<file path="src/design/pgs_pkg.sv">
package pgs_pkg;

  localparam int ROW_W      = 4;
  localparam int COL_W      = 4;
  localparam int WEIGHT_W   = 8;
  localparam int SUM_W      = 12;
  localparam int RND_W      = 31;
  localparam int STATE_W    = 64;
  localparam int NODE_W     = 6;
  localparam int COUNT_W    = 3;
  localparam int CFG_IDX_W  = 2;
  localparam int CFG_DATA_W = 24;

  // Request opcodes
  localparam logic OP_WRITE = 1'b0;
  localparam logic OP_STEP  = 1'b1;

  // Configuration register indices
  localparam logic [CFG_IDX_W-1:0] CFG_INPUT_COUNT  = 2'd0;
  localparam logic [CFG_IDX_W-1:0] CFG_OUTPUT_COUNT = 2'd1;
  localparam logic [CFG_IDX_W-1:0] CFG_INPUT_NODES  = 2'd2;
  localparam logic [CFG_IDX_W-1:0] CFG_OUTPUT_NODES = 2'd3;

  typedef struct packed {
    logic                opcode;
    logic [STATE_W-1:0]  node_states;
    logic [RND_W-1:0]    random_value;
    logic [ROW_W-1:0]    row;
    logic [COL_W-1:0]    column;
    logic [WEIGHT_W-1:0] weight;
  } in_item_t;

  typedef struct packed {
    logic [NODE_W-1:0] node;
    logic              bit_value;
    logic [ROW_W-1:0]  row_used;
    logic [COL_W-1:0]  column_chosen;
    logic              last;
  } out_item_t;

endpackage

</file>
<file path="src/design/pgs_mem.sv">
module pgs_mem #(
  parameter int AddrW = 8,
  parameter int DataW = 8
) (
  input  logic             clk,
  input  logic             rst_n,
  input  logic             wr_en,
  input  logic [AddrW-1:0] wr_addr,
  input  logic [DataW-1:0] wr_data,
  input  logic [AddrW-1:0] rd_addr,
  output logic [DataW-1:0] rd_data
);

  localparam int Depth = 1 << AddrW;

  logic [DataW-1:0] mem_r [Depth];
  logic [Depth-1:0] vld_r;
  logic [DataW-1:0] rd_data_r;
  logic             rd_vld_r;

  // Storage array, no reset; entries never written read as zero via the valid bits.
  always_ff @(posedge clk) begin
    if (wr_en) begin
      mem_r[wr_addr] <= wr_data;
    end
    rd_data_r <= mem_r[rd_addr];
  end

  always_ff @(posedge clk) begin
    if (!rst_n) begin
      vld_r    <= '0;
      rd_vld_r <= 1'b0;
    end else begin
      if (wr_en) begin
        vld_r[wr_addr] <= 1'b1;
      end
      rd_vld_r <= vld_r[rd_addr];
    end
  end

  assign rd_data = rd_vld_r ? rd_data_r : '0;

endmodule

</file>
<file path="src/design/pgs_mod.sv">
module pgs_mod (
  input  logic                       clk,
  input  logic                       rst_n,
  input  logic                       start,
  input  logic [pgs_pkg::RND_W-1:0]  dividend,
  input  logic [pgs_pkg::SUM_W-1:0]  divisor,
  output logic                       busy,
  output logic                       done,
  output logic [pgs_pkg::SUM_W-1:0]  remainder
);

  localparam int DvdW = pgs_pkg::RND_W + 1;
  localparam int RemW = pgs_pkg::SUM_W;

  logic            busy_r;
  logic            done_r;
  logic [3:0]      cnt_r;
  logic [DvdW-1:0] dvd_r;
  logic [RemW-1:0] rem_r;
  logic [RemW-1:0] dsr_r;
  logic [RemW:0]   t1;
  logic [RemW:0]   t2;
  logic [RemW-1:0] rem_nxt;

  // Two restoring steps per cycle.
  always_comb begin
    t1 = {rem_r, dvd_r[DvdW-1]};
    if (t1 >= {1'b0, dsr_r}) begin
      t1 = t1 - {1'b0, dsr_r};
    end
    t2 = {t1[RemW-1:0], dvd_r[DvdW-2]};
    if (t2 >= {1'b0, dsr_r}) begin
      t2 = t2 - {1'b0, dsr_r};
    end
    rem_nxt = t2[RemW-1:0];
  end

  always_ff @(posedge clk) begin
    if (start) begin
      dvd_r <= {1'b0, dividend};
      rem_r <= '0;
      dsr_r <= divisor;
    end else if (busy_r) begin
      dvd_r <= {dvd_r[DvdW-3:0], 2'b00};
      rem_r <= rem_nxt;
    end
  end

  always_ff @(posedge clk) begin
    if (!rst_n) begin
      busy_r <= 1'b0;
      done_r <= 1'b0;
      cnt_r  <= '0;
    end else begin
      done_r <= 1'b0;
      if (start) begin
        busy_r <= 1'b1;
        cnt_r  <= '0;
      end else if (busy_r) begin
        cnt_r <= cnt_r + 4'd1;
        if (cnt_r == 4'hF) begin
          busy_r <= 1'b0;
          done_r <= 1'b1;
        end
      end
    end
  end

  assign busy      = busy_r;
  assign done      = done_r;
  assign remainder = rem_r;

endmodule

</file>
<file path="src/design/probabilistic_gate_sampler_unit.sv">
// Probabilistic logic gate with a 16 x 16 table of 8-bit weights and a running
// sum per row, both held in synchronous memories with one write and one read
// port. A write request (opcode OP_WRITE) reads the old weight and row sum,
// then writes back the new weight and the adjusted sum before the next request
// can be taken. A step request gathers one bit per configured input node to
// form the row, reads that row's sum, draws r = 1 + random_value mod (sum - 1)
// in a radix-4 remainder unit (skipped when the sum is 0 or 1), then walks the
// row one column per cycle through the weight memory, and finally emits one
// result per output wire, one per cycle while the receiver keeps up, wire 0
// first with last set on the final wire. The block works on one request at a
// time; a finished result waits in the output register while the next request
// is accepted. Memory contents are zero after reset through per-entry valid
// bits, so no clearing pass is needed. Configuration writes are always taken
// and should only be made while idle.
module probabilistic_gate_sampler_unit #(
  parameter int NODE_COUNT = 64,
  parameter int MAX_WIRES  = 4
) (
  input  logic                                clk,
  input  logic                                rst_n,
  input  logic                                in_valid,
  output logic                                in_ready,
  input  pgs_pkg::in_item_t                   in_data,
  output logic                                out_valid,
  input  logic                                out_ready,
  output pgs_pkg::out_item_t                  out_data,
  input  logic                                cfg_valid,
  output logic                                cfg_ready,
  input  logic [pgs_pkg::CFG_IDX_W-1:0]       cfg_index,
  input  logic [pgs_pkg::CFG_DATA_W-1:0]      cfg_data
);

  localparam int RowW = pgs_pkg::ROW_W;
  localparam int ColW = pgs_pkg::COL_W;
  localparam int SumW = pgs_pkg::SUM_W;
  localparam int WgtW = pgs_pkg::WEIGHT_W;
  localparam int CntW = pgs_pkg::COUNT_W;
  localparam int NodeW = pgs_pkg::NODE_W;

  // One-hot sequencer states.
  typedef enum logic [6:0] {
    S_IDLE = 7'b0000001,
    S_WR   = 7'b0000010,
    S_ROW  = 7'b0000100,
    S_SUM  = 7'b0001000,
    S_DIV  = 7'b0010000,
    S_WALK = 7'b0100000,
    S_EMIT = 7'b1000000
  } state_t;

  // Reduces a 6-bit node index modulo NODE_COUNT by restoring subtraction.
  function automatic logic [NodeW-1:0] node_mod(input logic [NodeW-1:0] n);
    logic [12:0] rem;
    rem = {7'd0, n};
    for (int j = 5; j >= 0; j--) begin
      if (rem >= 13'(NODE_COUNT << j)) begin
        rem = rem - 13'(NODE_COUNT << j);
      end
    end
    return rem[NodeW-1:0];
  endfunction

  // A count of zero acts as one; counts above the wire limit saturate.
  function automatic logic [CntW-1:0] clamp_count(input logic [CntW-1:0] c);
    logic [CntW-1:0] res;
    res = c;
    if (c == '0) begin
      res = CntW'(1);
    end else if (32'(c) > MAX_WIRES) begin
      res = CntW'(MAX_WIRES);
    end
    return res;
  endfunction

  // Configuration registers.
  logic [CntW-1:0]                    in_cnt_r;
  logic [CntW-1:0]                    out_cnt_r;
  logic [pgs_pkg::CFG_DATA_W-1:0]     in_nodes_r;
  logic [pgs_pkg::CFG_DATA_W-1:0]     out_nodes_r;

  // Sequencer registers.
  state_t             state_r, state_nxt;
  pgs_pkg::in_item_t  item_r, item_nxt;
  logic [RowW-1:0]    row_r, row_nxt;
  logic [ColW-1:0]    col_r, col_nxt;
  logic [SumW-1:0]    r_r, r_nxt;
  logic [1:0]         wire_r, wire_nxt;
  logic               out_valid_r, out_valid_nxt;
  pgs_pkg::out_item_t out_data_r, out_data_nxt;

  // Memory and remainder unit connections.
  logic                  w_we;
  logic [RowW+ColW-1:0]  w_rd_addr;
  logic [WgtW-1:0]       w_q;
  logic                  s_we;
  logic [RowW-1:0]       s_rd_addr;
  logic [SumW-1:0]       s_q;
  logic [SumW-1:0]       s_wdata;
  logic                  div_start;
  logic                  div_busy;
  logic                  div_done;
  logic [SumW-1:0]       div_rem;

  logic [CntW-1:0]       nin;
  logic [CntW-1:0]       nout;
  logic [RowW-1:0]       row_comb;
  logic [4:0]            out_node_lsb;

  assign nin  = clamp_count(in_cnt_r);
  assign nout = clamp_count(out_cnt_r);

  assign in_ready  = (state_r == S_IDLE);
  assign cfg_ready = 1'b1;
  assign out_valid = out_valid_r;
  assign out_data  = out_data_r;

  // Configuration writes are taken in any cycle.
  always_ff @(posedge clk) begin
    if (!rst_n) begin
      in_cnt_r    <= CntW'(1);
      out_cnt_r   <= CntW'(1);
      in_nodes_r  <= '0;
      out_nodes_r <= '0;
    end else if (cfg_valid) begin
      case (cfg_index)
        pgs_pkg::CFG_INPUT_COUNT:  in_cnt_r    <= cfg_data[CntW-1:0];
        pgs_pkg::CFG_OUTPUT_COUNT: out_cnt_r   <= cfg_data[CntW-1:0];
        pgs_pkg::CFG_INPUT_NODES:  in_nodes_r  <= cfg_data;
        pgs_pkg::CFG_OUTPUT_NODES: out_nodes_r <= cfg_data;
        default: ;
      endcase
    end
  end

  // The row index is built from the gathered input bits, wire 0 ending up as
  // the most significant of the used bits.
  always_comb begin
    row_comb = '0;
    for (int i = 0; i < 4; i++) begin
      if (CntW'(i) < nin) begin
        row_comb = {row_comb[RowW-2:0],
                    item_r.node_states[node_mod(in_nodes_r[i*NodeW +: NodeW])]};
      end
    end
  end

  assign out_node_lsb = 5'(wire_r) * 5'd6;

  // The new row sum replaces the old weight's share with the new weight; it
  // wraps at twelve bits.
  assign s_wdata = s_q - {{(SumW-WgtW){1'b0}}, w_q}
                       + {{(SumW-WgtW){1'b0}}, item_r.weight};

  always_comb begin
    state_nxt     = state_r;
    item_nxt      = item_r;
    row_nxt       = row_r;
    col_nxt       = col_r;
    r_nxt         = r_r;
    wire_nxt      = wire_r;
    out_valid_nxt = out_valid_r;
    out_data_nxt  = out_data_r;
    w_we          = 1'b0;
    s_we          = 1'b0;
    div_start     = 1'b0;
    w_rd_addr     = {row_r, {ColW{1'b0}}};
    s_rd_addr     = row_r;

    if (out_valid_r && out_ready) begin
      out_valid_nxt = 1'b0;
    end

    case (state_r)
      S_IDLE: begin
        // Reads for a weight write are issued speculatively on every idle cycle.
        w_rd_addr = {in_data.row, in_data.column};
        s_rd_addr = in_data.row;
        if (in_valid) begin
          item_nxt  = in_data;
          state_nxt = (in_data.opcode == pgs_pkg::OP_STEP) ? S_ROW : S_WR;
        end
      end
      S_WR: begin
        w_we      = 1'b1;
        s_we      = 1'b1;
        state_nxt = S_IDLE;
      end
      S_ROW: begin
        row_nxt   = row_comb;
        s_rd_addr = row_comb;
        state_nxt = S_SUM;
      end
      S_SUM: begin
        // Column 0 of the row is read here and held through the division.
        col_nxt = '0;
        if (s_q > SumW'(1)) begin
          div_start = 1'b1;
          state_nxt = S_DIV;
        end else begin
          r_nxt     = SumW'(1);
          state_nxt = S_WALK;
        end
      end
      S_DIV: begin
        if (div_done) begin
          r_nxt     = div_rem + SumW'(1);
          state_nxt = S_WALK;
        end
      end
      S_WALK: begin
        if ((col_r != {ColW{1'b1}}) && (r_r > {{(SumW-WgtW){1'b0}}, w_q})) begin
          r_nxt   = r_r - {{(SumW-WgtW){1'b0}}, w_q};
          col_nxt = col_r + ColW'(1);
        end else begin
          wire_nxt  = '0;
          state_nxt = S_EMIT;
        end
        w_rd_addr = {row_r, col_nxt};
      end
      S_EMIT: begin
        if (!out_valid_r || out_ready) begin
          out_valid_nxt              = 1'b1;
          out_data_nxt.node          = node_mod(out_nodes_r[out_node_lsb +: NodeW]);
          out_data_nxt.bit_value     = col_r[wire_r];
          out_data_nxt.row_used      = row_r;
          out_data_nxt.column_chosen = col_r;
          out_data_nxt.last          = ({1'b0, wire_r} == (nout - CntW'(1)));
          if ({1'b0, wire_r} == (nout - CntW'(1))) begin
            state_nxt = S_IDLE;
          end else begin
            wire_nxt = wire_r + 2'd1;
          end
        end
      end
      default: begin
        state_nxt = S_IDLE;
      end
    endcase
  end

  always_ff @(posedge clk) begin
    if (!rst_n) begin
      state_r     <= S_IDLE;
      out_valid_r <= 1'b0;
    end else begin
      state_r     <= state_nxt;
      out_valid_r <= out_valid_nxt;
    end
  end

  always_ff @(posedge clk) begin
    item_r     <= item_nxt;
    row_r      <= row_nxt;
    col_r      <= col_nxt;
    r_r        <= r_nxt;
    wire_r     <= wire_nxt;
    out_data_r <= out_data_nxt;
  end

  // Weight table, addressed row then column.
  pgs_mem #(
    .AddrW(RowW + ColW),
    .DataW(WgtW)
  ) u_weights (
    .clk     (clk),
    .rst_n   (rst_n),
    .wr_en   (w_we),
    .wr_addr ({item_r.row, item_r.column}),
    .wr_data (item_r.weight),
    .rd_addr (w_rd_addr),
    .rd_data (w_q)
  );

  // Row sums.
  pgs_mem #(
    .AddrW(RowW),
    .DataW(SumW)
  ) u_sums (
    .clk     (clk),
    .rst_n   (rst_n),
    .wr_en   (s_we),
    .wr_addr (item_r.row),
    .wr_data (s_wdata),
    .rd_addr (s_rd_addr),
    .rd_data (s_q)
  );

  // Remainder of the random value by the row sum less one.
  pgs_mod u_mod (
    .clk       (clk),
    .rst_n     (rst_n),
    .start     (div_start),
    .dividend  (item_r.random_value),
    .divisor   (s_q - SumW'(1)),
    .busy      (div_busy),
    .done      (div_done),
    .remainder (div_rem)
  );

`ifndef NO_ASSERTIONS
  a_done_in_div: assert property (@(posedge clk) disable iff (!rst_n)
    div_done |-> (state_r == S_DIV))
    else $error("remainder unit finished outside the division state");

  a_idle_not_busy: assert property (@(posedge clk) disable iff (!rst_n)
    (state_r == S_IDLE) |-> !div_busy)
    else $error("remainder unit busy while accepting requests");

  a_result_from_emit: assert property (@(posedge clk) disable iff (!rst_n)
    $rose(out_valid_r) |-> $past(state_r == S_EMIT))
    else $error("result raised outside the emit state");

  a_row_held_in_walk: assert property (@(posedge clk) disable iff (!rst_n)
    ((state_r == S_WALK) && $past(state_r == S_WALK)) |-> $stable(row_r))
    else $error("row changed during the column walk");
`endif

endmodule
</file>
<file path="config.mk">
export PLATFORM = sky130hd
export DESIGN_NAME = probabilistic_gate_sampler_unit
export DESIGN_NICKNAME = d
export VERILOG_FILES = /design/src/design/pgs_pkg.sv /design/src/design/pgs_mem.sv /design/src/design/pgs_mod.sv /design/src/design/probabilistic_gate_sampler_unit.sv
export SDC_FILE = /design/constraint.sdc
export NUM_CORES = 2
export LEC_CHECK = 0
export ABC_CLOCK_PERIOD_IN_PS = 8350
export BUFFER_PORTS_ARGS = -buffer_cell sky130_fd_sc_hd__buf_2
export CAP_MARGIN = 5
export CORE_MARGIN = 2
export CORE_UTILIZATION = 55
export DETAILED_ROUTE_END_ITERATION = 16
export MAX_ROUTING_LAYER = met4
export PLACE_DENSITY_LB_ADDON = 0.12
export SETUP_SLACK_MARGIN = 0.4
export SLEW_MARGIN = 15
export SYNTH_ARGS = -nofsm -noshare
export SYNTH_HDL_FRONTEND = slang
export SYNTH_HIERARCHICAL = 1
export SYNTH_SLANG_ARGS = --single-unit
</file>
<file path="constraint.sdc">
create_clock -name clk -period 8.35 [get_ports clk]
set_clock_uncertainty 0.15 [all_clocks]
set_input_delay 1.67 -clock clk [delete_from_list [all_inputs] [get_ports clk]]
set_output_delay 1.67 -clock clk [all_outputs]
set_load 0.005 [all_outputs]
</file>
**Word-level counts from Yosys, hierarchy flattened**

Memory sizes are Yosys's and may differ from the RTL's. A register that Yosys moved wholly into a read port is not among the register bits.
Cells that the tools add are included.

- Register bits: 547
- Memory bits (writable): 2,240
- Output and inout bits: 19
- Word-level logic and storage cells: 180
- Memories kept: 2

Memory list:

| name | words | bits a word | read ports | clocked after Yosys merged registers in | write ports | line | source |
|---|---|---|---|---|---|---|---|
| u_weights.mem_r | 256 | 8 | 1 | 1 | 1 | pgs_mem.sv:16 | `logic [DataW-1:0] mem_r [Depth];` |
| u_sums.mem_r | 16 | 12 | 1 | 1 | 1 | pgs_mem.sv:16 |  |

- $add $sub $neg: 11
- $mul: 1
- $lt $le $gt $ge: 21
- Eq/ne operators: 21
- Shift operators: 1
- Multiplexer cells: 64
- Bitwise logic cells: 4
- Reductions and logical operators: 24

Operators by type and width:

| cell | number |
|---|---|
| OR 256 bit | 1 |
| two-way mux 12 bit | 6 |
| two-way mux 31 bit | 2 |
| case mux 7 bit (6 select lines) | 1 |
| case mux 12 bit (3 select lines) | 1 |
| two-way mux 7 bit | 5 |
| less-than comparator 6 x 7 -> 1 bit, second input constant | 4 |
| >= comparator 13 x 12 -> 1 bit | 2 |
| binary-select mux 1 bit (select 6 bit) | 4 |
| variable part select 24 x 6 -> 6 bit | 1 |
| subtractor 12 bit | 2 |
| subtractor 12 x 8 -> 12 bit | 2 |
| two-way mux 1 bit | 22 |
| less-than comparator 8 x 9 -> 1 bit, second input constant | 2 |
| two-way mux 4 bit | 4 |
| OR 16 bit | 1 |
| case mux 4 bit (2 select lines) | 2 |
| case mux 8 bit (2 select lines) | 1 |
| two-way mux 3 bit | 5 |
| inequality test 2 bit, second input constant | 7 |
| adder 12 x 1 -> 12 bit, second input constant | 1 |
| adder 12 x 8 -> 12 bit | 1 |
| > comparator 12 x 1 -> 1 bit, second input constant | 1 |
| > comparator 12 x 8 -> 1 bit | 1 |
| other kinds (47) | 68 |

**Longest topological paths before layout**

- Depth in word-level cells: 11
- Mapped depth: 23
- Mapped depth without buffers: 19

**Modules after synthesis**

Netlist, hierarchy kept.

Modules (own cells, without submodules):

| module | instances | cells an instance | area an instance (um2) | sequential area each (um2) |
|---|---|---|---|---|
| pgs_mem at u_weights | 1 | 4,396 | 88,633.8 | 66,804.1 |
| probabilistic_gate_sampler_unit | 1 | 952 | 11,390.9 | 5,715.5 |
| pgs_mem at u_sums | 1 | 396 | 8,298.0 | 6,346.1 |
| pgs_mod | 1 | 333 | 3,841.2 | 1,671.6 |

**Least setup slack after synthesis**

Ideal clock, no wire load.

- Path kind: register to register
- Start point: register item_r[2] in the netlist's numbering
- End point: memory u_sums/mem_r[0][10] in the netlist's numbering, data pin
- Setup time: 0.340 ns
- Arrival time: 6.325 ns
- Slack: 1.534 ns
- Cell stages (with the launch flop): 13
- Clock period less this slack: 6.816 ns
- Cell sequence: edfxtp_1 inv_1 fa_1 inv_1 ha_1 nor2b_1 o21ai_0 a21boi_0 o21ai_0 a21oi_1 o21ai_0 nor3_1 a211oi_1

- Longest elaborated chain between the ends: 1

Ends and longest elaborated chain:

| item | line | source |
|---|---|---|
| from (decl) | probabilistic_gate_sampler_unit.sv:83 | `pgs_pkg::in_item_t item_r, item_nxt;` |
| from (signal assigned) | probabilistic_gate_sampler_unit.sv:252 | `item_r <= item_nxt;` |
| adder 12 x 8 -> 12 bit | probabilistic_gate_sampler_unit.sv:152 | `+ {{(SumW-WgtW){1'b0}}, item_r.weight};` |
| net s_wdata[10] | probabilistic_gate_sampler_unit.sv:98 | `logic [SumW-1:0] s_wdata;` |
| to (decl) | pgs_mem.sv:16 |  |

The timed path passes the listed nets, and every way through them passes these cells.

**Worst setup path after layout**

- Start point: register u_weights.rd_vld_r
- End point: register u_weights.rd_vld_r

- Longest elaborated chain between the ends: 7

Ends and longest elaborated chain:

| item | line | source |
|---|---|---|
| from (decl) | pgs_mem.sv:19 | `logic rd_vld_r;` |
| from (signal assigned) | pgs_mem.sv:37 | `rd_vld_r <= vld_r[rd_addr];` |
| two-way mux 8 bit | pgs_mem.sv:41 | `assign rd_data = rd_vld_r ? rd_data_r : '0;` |
| net w_q[2] | probabilistic_gate_sampler_unit.sv:94 | `logic [WgtW-1:0] w_q;` |
| > comparator 12 x 8 -> 1 bit | probabilistic_gate_sampler_unit.sv:211 | `if ((col_r != {ColW{1'b1}}) && (r_r > {{(SumW-WgtW){1'b0}}, w_q})) begin` |
| logical AND 1 bit | probabilistic_gate_sampler_unit.sv:211 |  |
| two-way mux 4 bit | probabilistic_gate_sampler_unit.sv:211 |  |
| case mux 8 bit (2 select lines) | probabilistic_gate_sampler_unit.sv:173 | `case (state_r)` |
| net w_rd_addr[1] | probabilistic_gate_sampler_unit.sv:93 | `logic [RowW+ColW-1:0] w_rd_addr;` |
| binary-select mux 1 bit (select 8 bit) | pgs_mem.sv:37 |  |
| two-way mux 1 bit (not written as such) | pgs_mem.sv:37 |  |

The timed path passes the listed nets, and every way through them passes these cells. The select of a mux whose other input is x is not followed.
A chain may end at the register's enable or synchronous reset.

==> results.toml <==
[status]
status = "finished, final reports clean"

[synthesis]
yosysTopAreaCell = "edfxtp_1"
ys_top_cells_by_area = "edfxtp_1 (65%), mux4_2 (15%), dfxtp_1 (6.7%)"
postSynthCellCount = 6077
yosys.area.top_type_share = 0.651
syn_area_per_cell_um2 = 18.5
synth.most_common_cell = "edfxtp_1"
ys_top_cells_by_count = "edfxtp_1 (2432), nor2_1 (862), mux4_2 (743)"
yosysWarnings = 6
ys_ff_latch = 2807
synth_edf_count = 2432
syn_nets = 6284
syn_area_um2 = 112000
yosysUniqueCellTypes = 86
ys_seq_area_frac = 0.718
synthArstFlopShare = 0
synthFlopType = "edfxtp_1"

[timing]
slew_violations = 0
rsz0062_at_grt = "false"
tns_ns = 0
period_share = 0.814
layout_setup_ws_ns = 1.55
hold_viol = 0
finalSetupViolations = 0
max_slew_margin = 0.133
fin_crit_ns = 6.80
max_freq_mhz = 147
worst_pin_slew_ns = 1.30
hold_ws_ns = 0.314

[global_route]
grt_pass1_vias = 58725
overflow = 0
grt_usage = 0.281
grt_max_degree = 257
use_met2 = 0.419
grt_pass1_wl_um = 412000
gr-max-usage-layer = "met2"
antenna_found_initial = 16
use_met3 = 0.0542
grt_util_met1 = 0.400

[clocking]
clock_path_buffers = 4
post_cts_resized = 0
cts_buffers = 300
cts-root-buf = "clkbuf_16"
insertion_delay_ns = 0.92
cts_tree = "yes"
clkTransAtPathRegs_ns = 0.06
cts-hold-fix-buffers = 0
cts-htree-levels = 5
cts_setup_buffers = 0
clock-sinks = 2807

[die]
die_x_um = 456
die_h_um = 456
core_area_um2 = 203000
initial_core_util = 0.554
num_io_pins = 162
rows = 165
die_area_um2 = 208000

[placed_design]
gp_congestion = 0.874
dp_hpwl_um = 170000
dp_slack_ns = 1.68
port_buffers = 160

[layout]
synthToLayoutAreaGrowth_pct = 12.5
seq_area_um2 = 80500
multi_input_area_um2 = 29800
fillers = 14122
post_route_cells_drive_above_1_share = 0.258
final_nets = 6634

[pwr]
vdd_ir_drop_max_v = 0.000236
power_density_nw_per_um2 = 261
power.leakage_nw = 40.4

[drt]
drt_iter0_markers = 7834
drc_errors = 0
vias = 59604
viasPerCell = 6.38
ant_nets = 0
drt-wirelength-per-cell_um = 30.3
first_pass_iters = 8
wirelength_um = 283000

[setup_path]
path_max_fanout = 15
cp.required_ns = 9.04
crit_type = "reg -> reg"
end_kind = "flip-flop"
cp.arrival_ns = 7.49
start_kind = "flip-flop"

[run]
maxCapViolCount = 0

[worst_hold_path]
hold_class = "reg -> reg"
-- layer usage --
metal,vias up,share of wire
met5,-,0
met4,0,0.030
met3,522,0.092
met2,2886,0.47
met1,31283,0.41
li1,24913,-
-- power by group --
part,switching [mW],internal [mW]
Clock,5.25,7.62
Combinational,2.51,1.66
Sequential,0.135,15.7
-- per-stage QoR --
stage                     cell area (µm²)  std cells  power, mW  utilization
after floorplan                    112000       6077       19.0            -
after global placement             117000       8795       20.3        0.576
after detailed placement           117000       8795       20.3        0.576
after CTS                          126000       9325       33.1        0.623
after global routing               126000       9336       34.0        0.623
final                              126000       9337       32.9        0.623
-- worst max-delay path: stages (launching register included) --
cell	delay (ns)
dfxtp_1	0.41
and2_1	0.31
inv_1	0.07
ha_1	0.33
nor2b_1	0.15
o21ai_0	0.19
a21boi_0	0.15
o21ai_0	0.32
a211oi_1	0.19
o21ai_1	0.43
mux2i_1	0.23
o21ai_4	0.67
nand2_2	0.67
o221ai_1	0.46
o22ai_1	0.15
a211oi_1	0.55
a21oi_1	0.14
a221oi_1	0.92
a31o_1	0.21
-- registers in the layout (all words and copies together) (netlist names), 4 cells and up --
signal,cells
u_weights/mem_r,2048
u_weights/vld_r,256
u_sums/mem_r,192
item_r,111
u_mod/dvd_r,32
in_nodes_r,24
out_nodes_r,24
out_data,16
u_sums/vld_r,16
r_r,12
u_mod/dsr_r,12
u_mod/remainder,12
u_sums/rd_data_r,12
u_weights/rd_data_r,8
state_r,7
col_r,4
row_r,4
u_mod/cnt_r,4
-- path summary, 6_finish.rpt --
| check | slack (ns) | end | startpoint | depth (start not counted) |
|---|---|---|---|---|
| setup / recovery | 1.55 | u_weights/rd_vld_r$_SDFF_PN0_ | u_weights/rd_vld_r$_SDFF_PN0_ | 18 |
| hold / removal | 0.31 | out_nodes_r[9]$_SDFFE_PN0P_ | out_nodes_r[9]$_SDFFE_PN0P_ | 2 |
| setup reg to reg | 1.55 | u_weights/rd_vld_r$_SDFF_PN0_ | u_weights/rd_vld_r$_SDFF_PN0_ | 18 |
| hold reg to reg | 0.31 | out_nodes_r[9]$_SDFFE_PN0P_ | out_nodes_r[9]$_SDFFE_PN0P_ | 2 |
-- cell families (layout without fill, tap and decap cells) --
family	Yosys count	count (layout)	share of synthesized area
AOI/OAI and AO/OA	421	421	0.0267
DFF	2807	2807	0.718
xor gates and xnor gates	62	62	0.00484
other	1	11	0.0000334
adders and majority gates	64	64	0.00788
muxes	962	962	0.173
buffers and inverters	416	994	0.0181
and+or+nand+nor	1344	1344	0.0511
-- placed cells by master, fill, tap and decap left out, types with 78 or more instances in the layout --
cell type,count
nand2_1,203
mux4_2,743
mux2i_1,78
edfxtp_1,2432
nor2_1,837
clkbuf_1,78
o22ai_1,101
mux2_2,118
buf_4,189
inv_1,89
clkbuf_16,316
buf_2,160
dfxtp_1,375
-- final cells by class --
cell class              instances  area share
well taps                    2672      0.0265
inverters                      93     0.00286
flip-flops and latches       2807       0.638
repair buffers                371      0.0212
clock buffers                 422      0.0680
diodes                         10    0.000198
clock inverters               108     0.00733
multi-input cells            2854       0.236
Power figures use the tool's default switching activity.
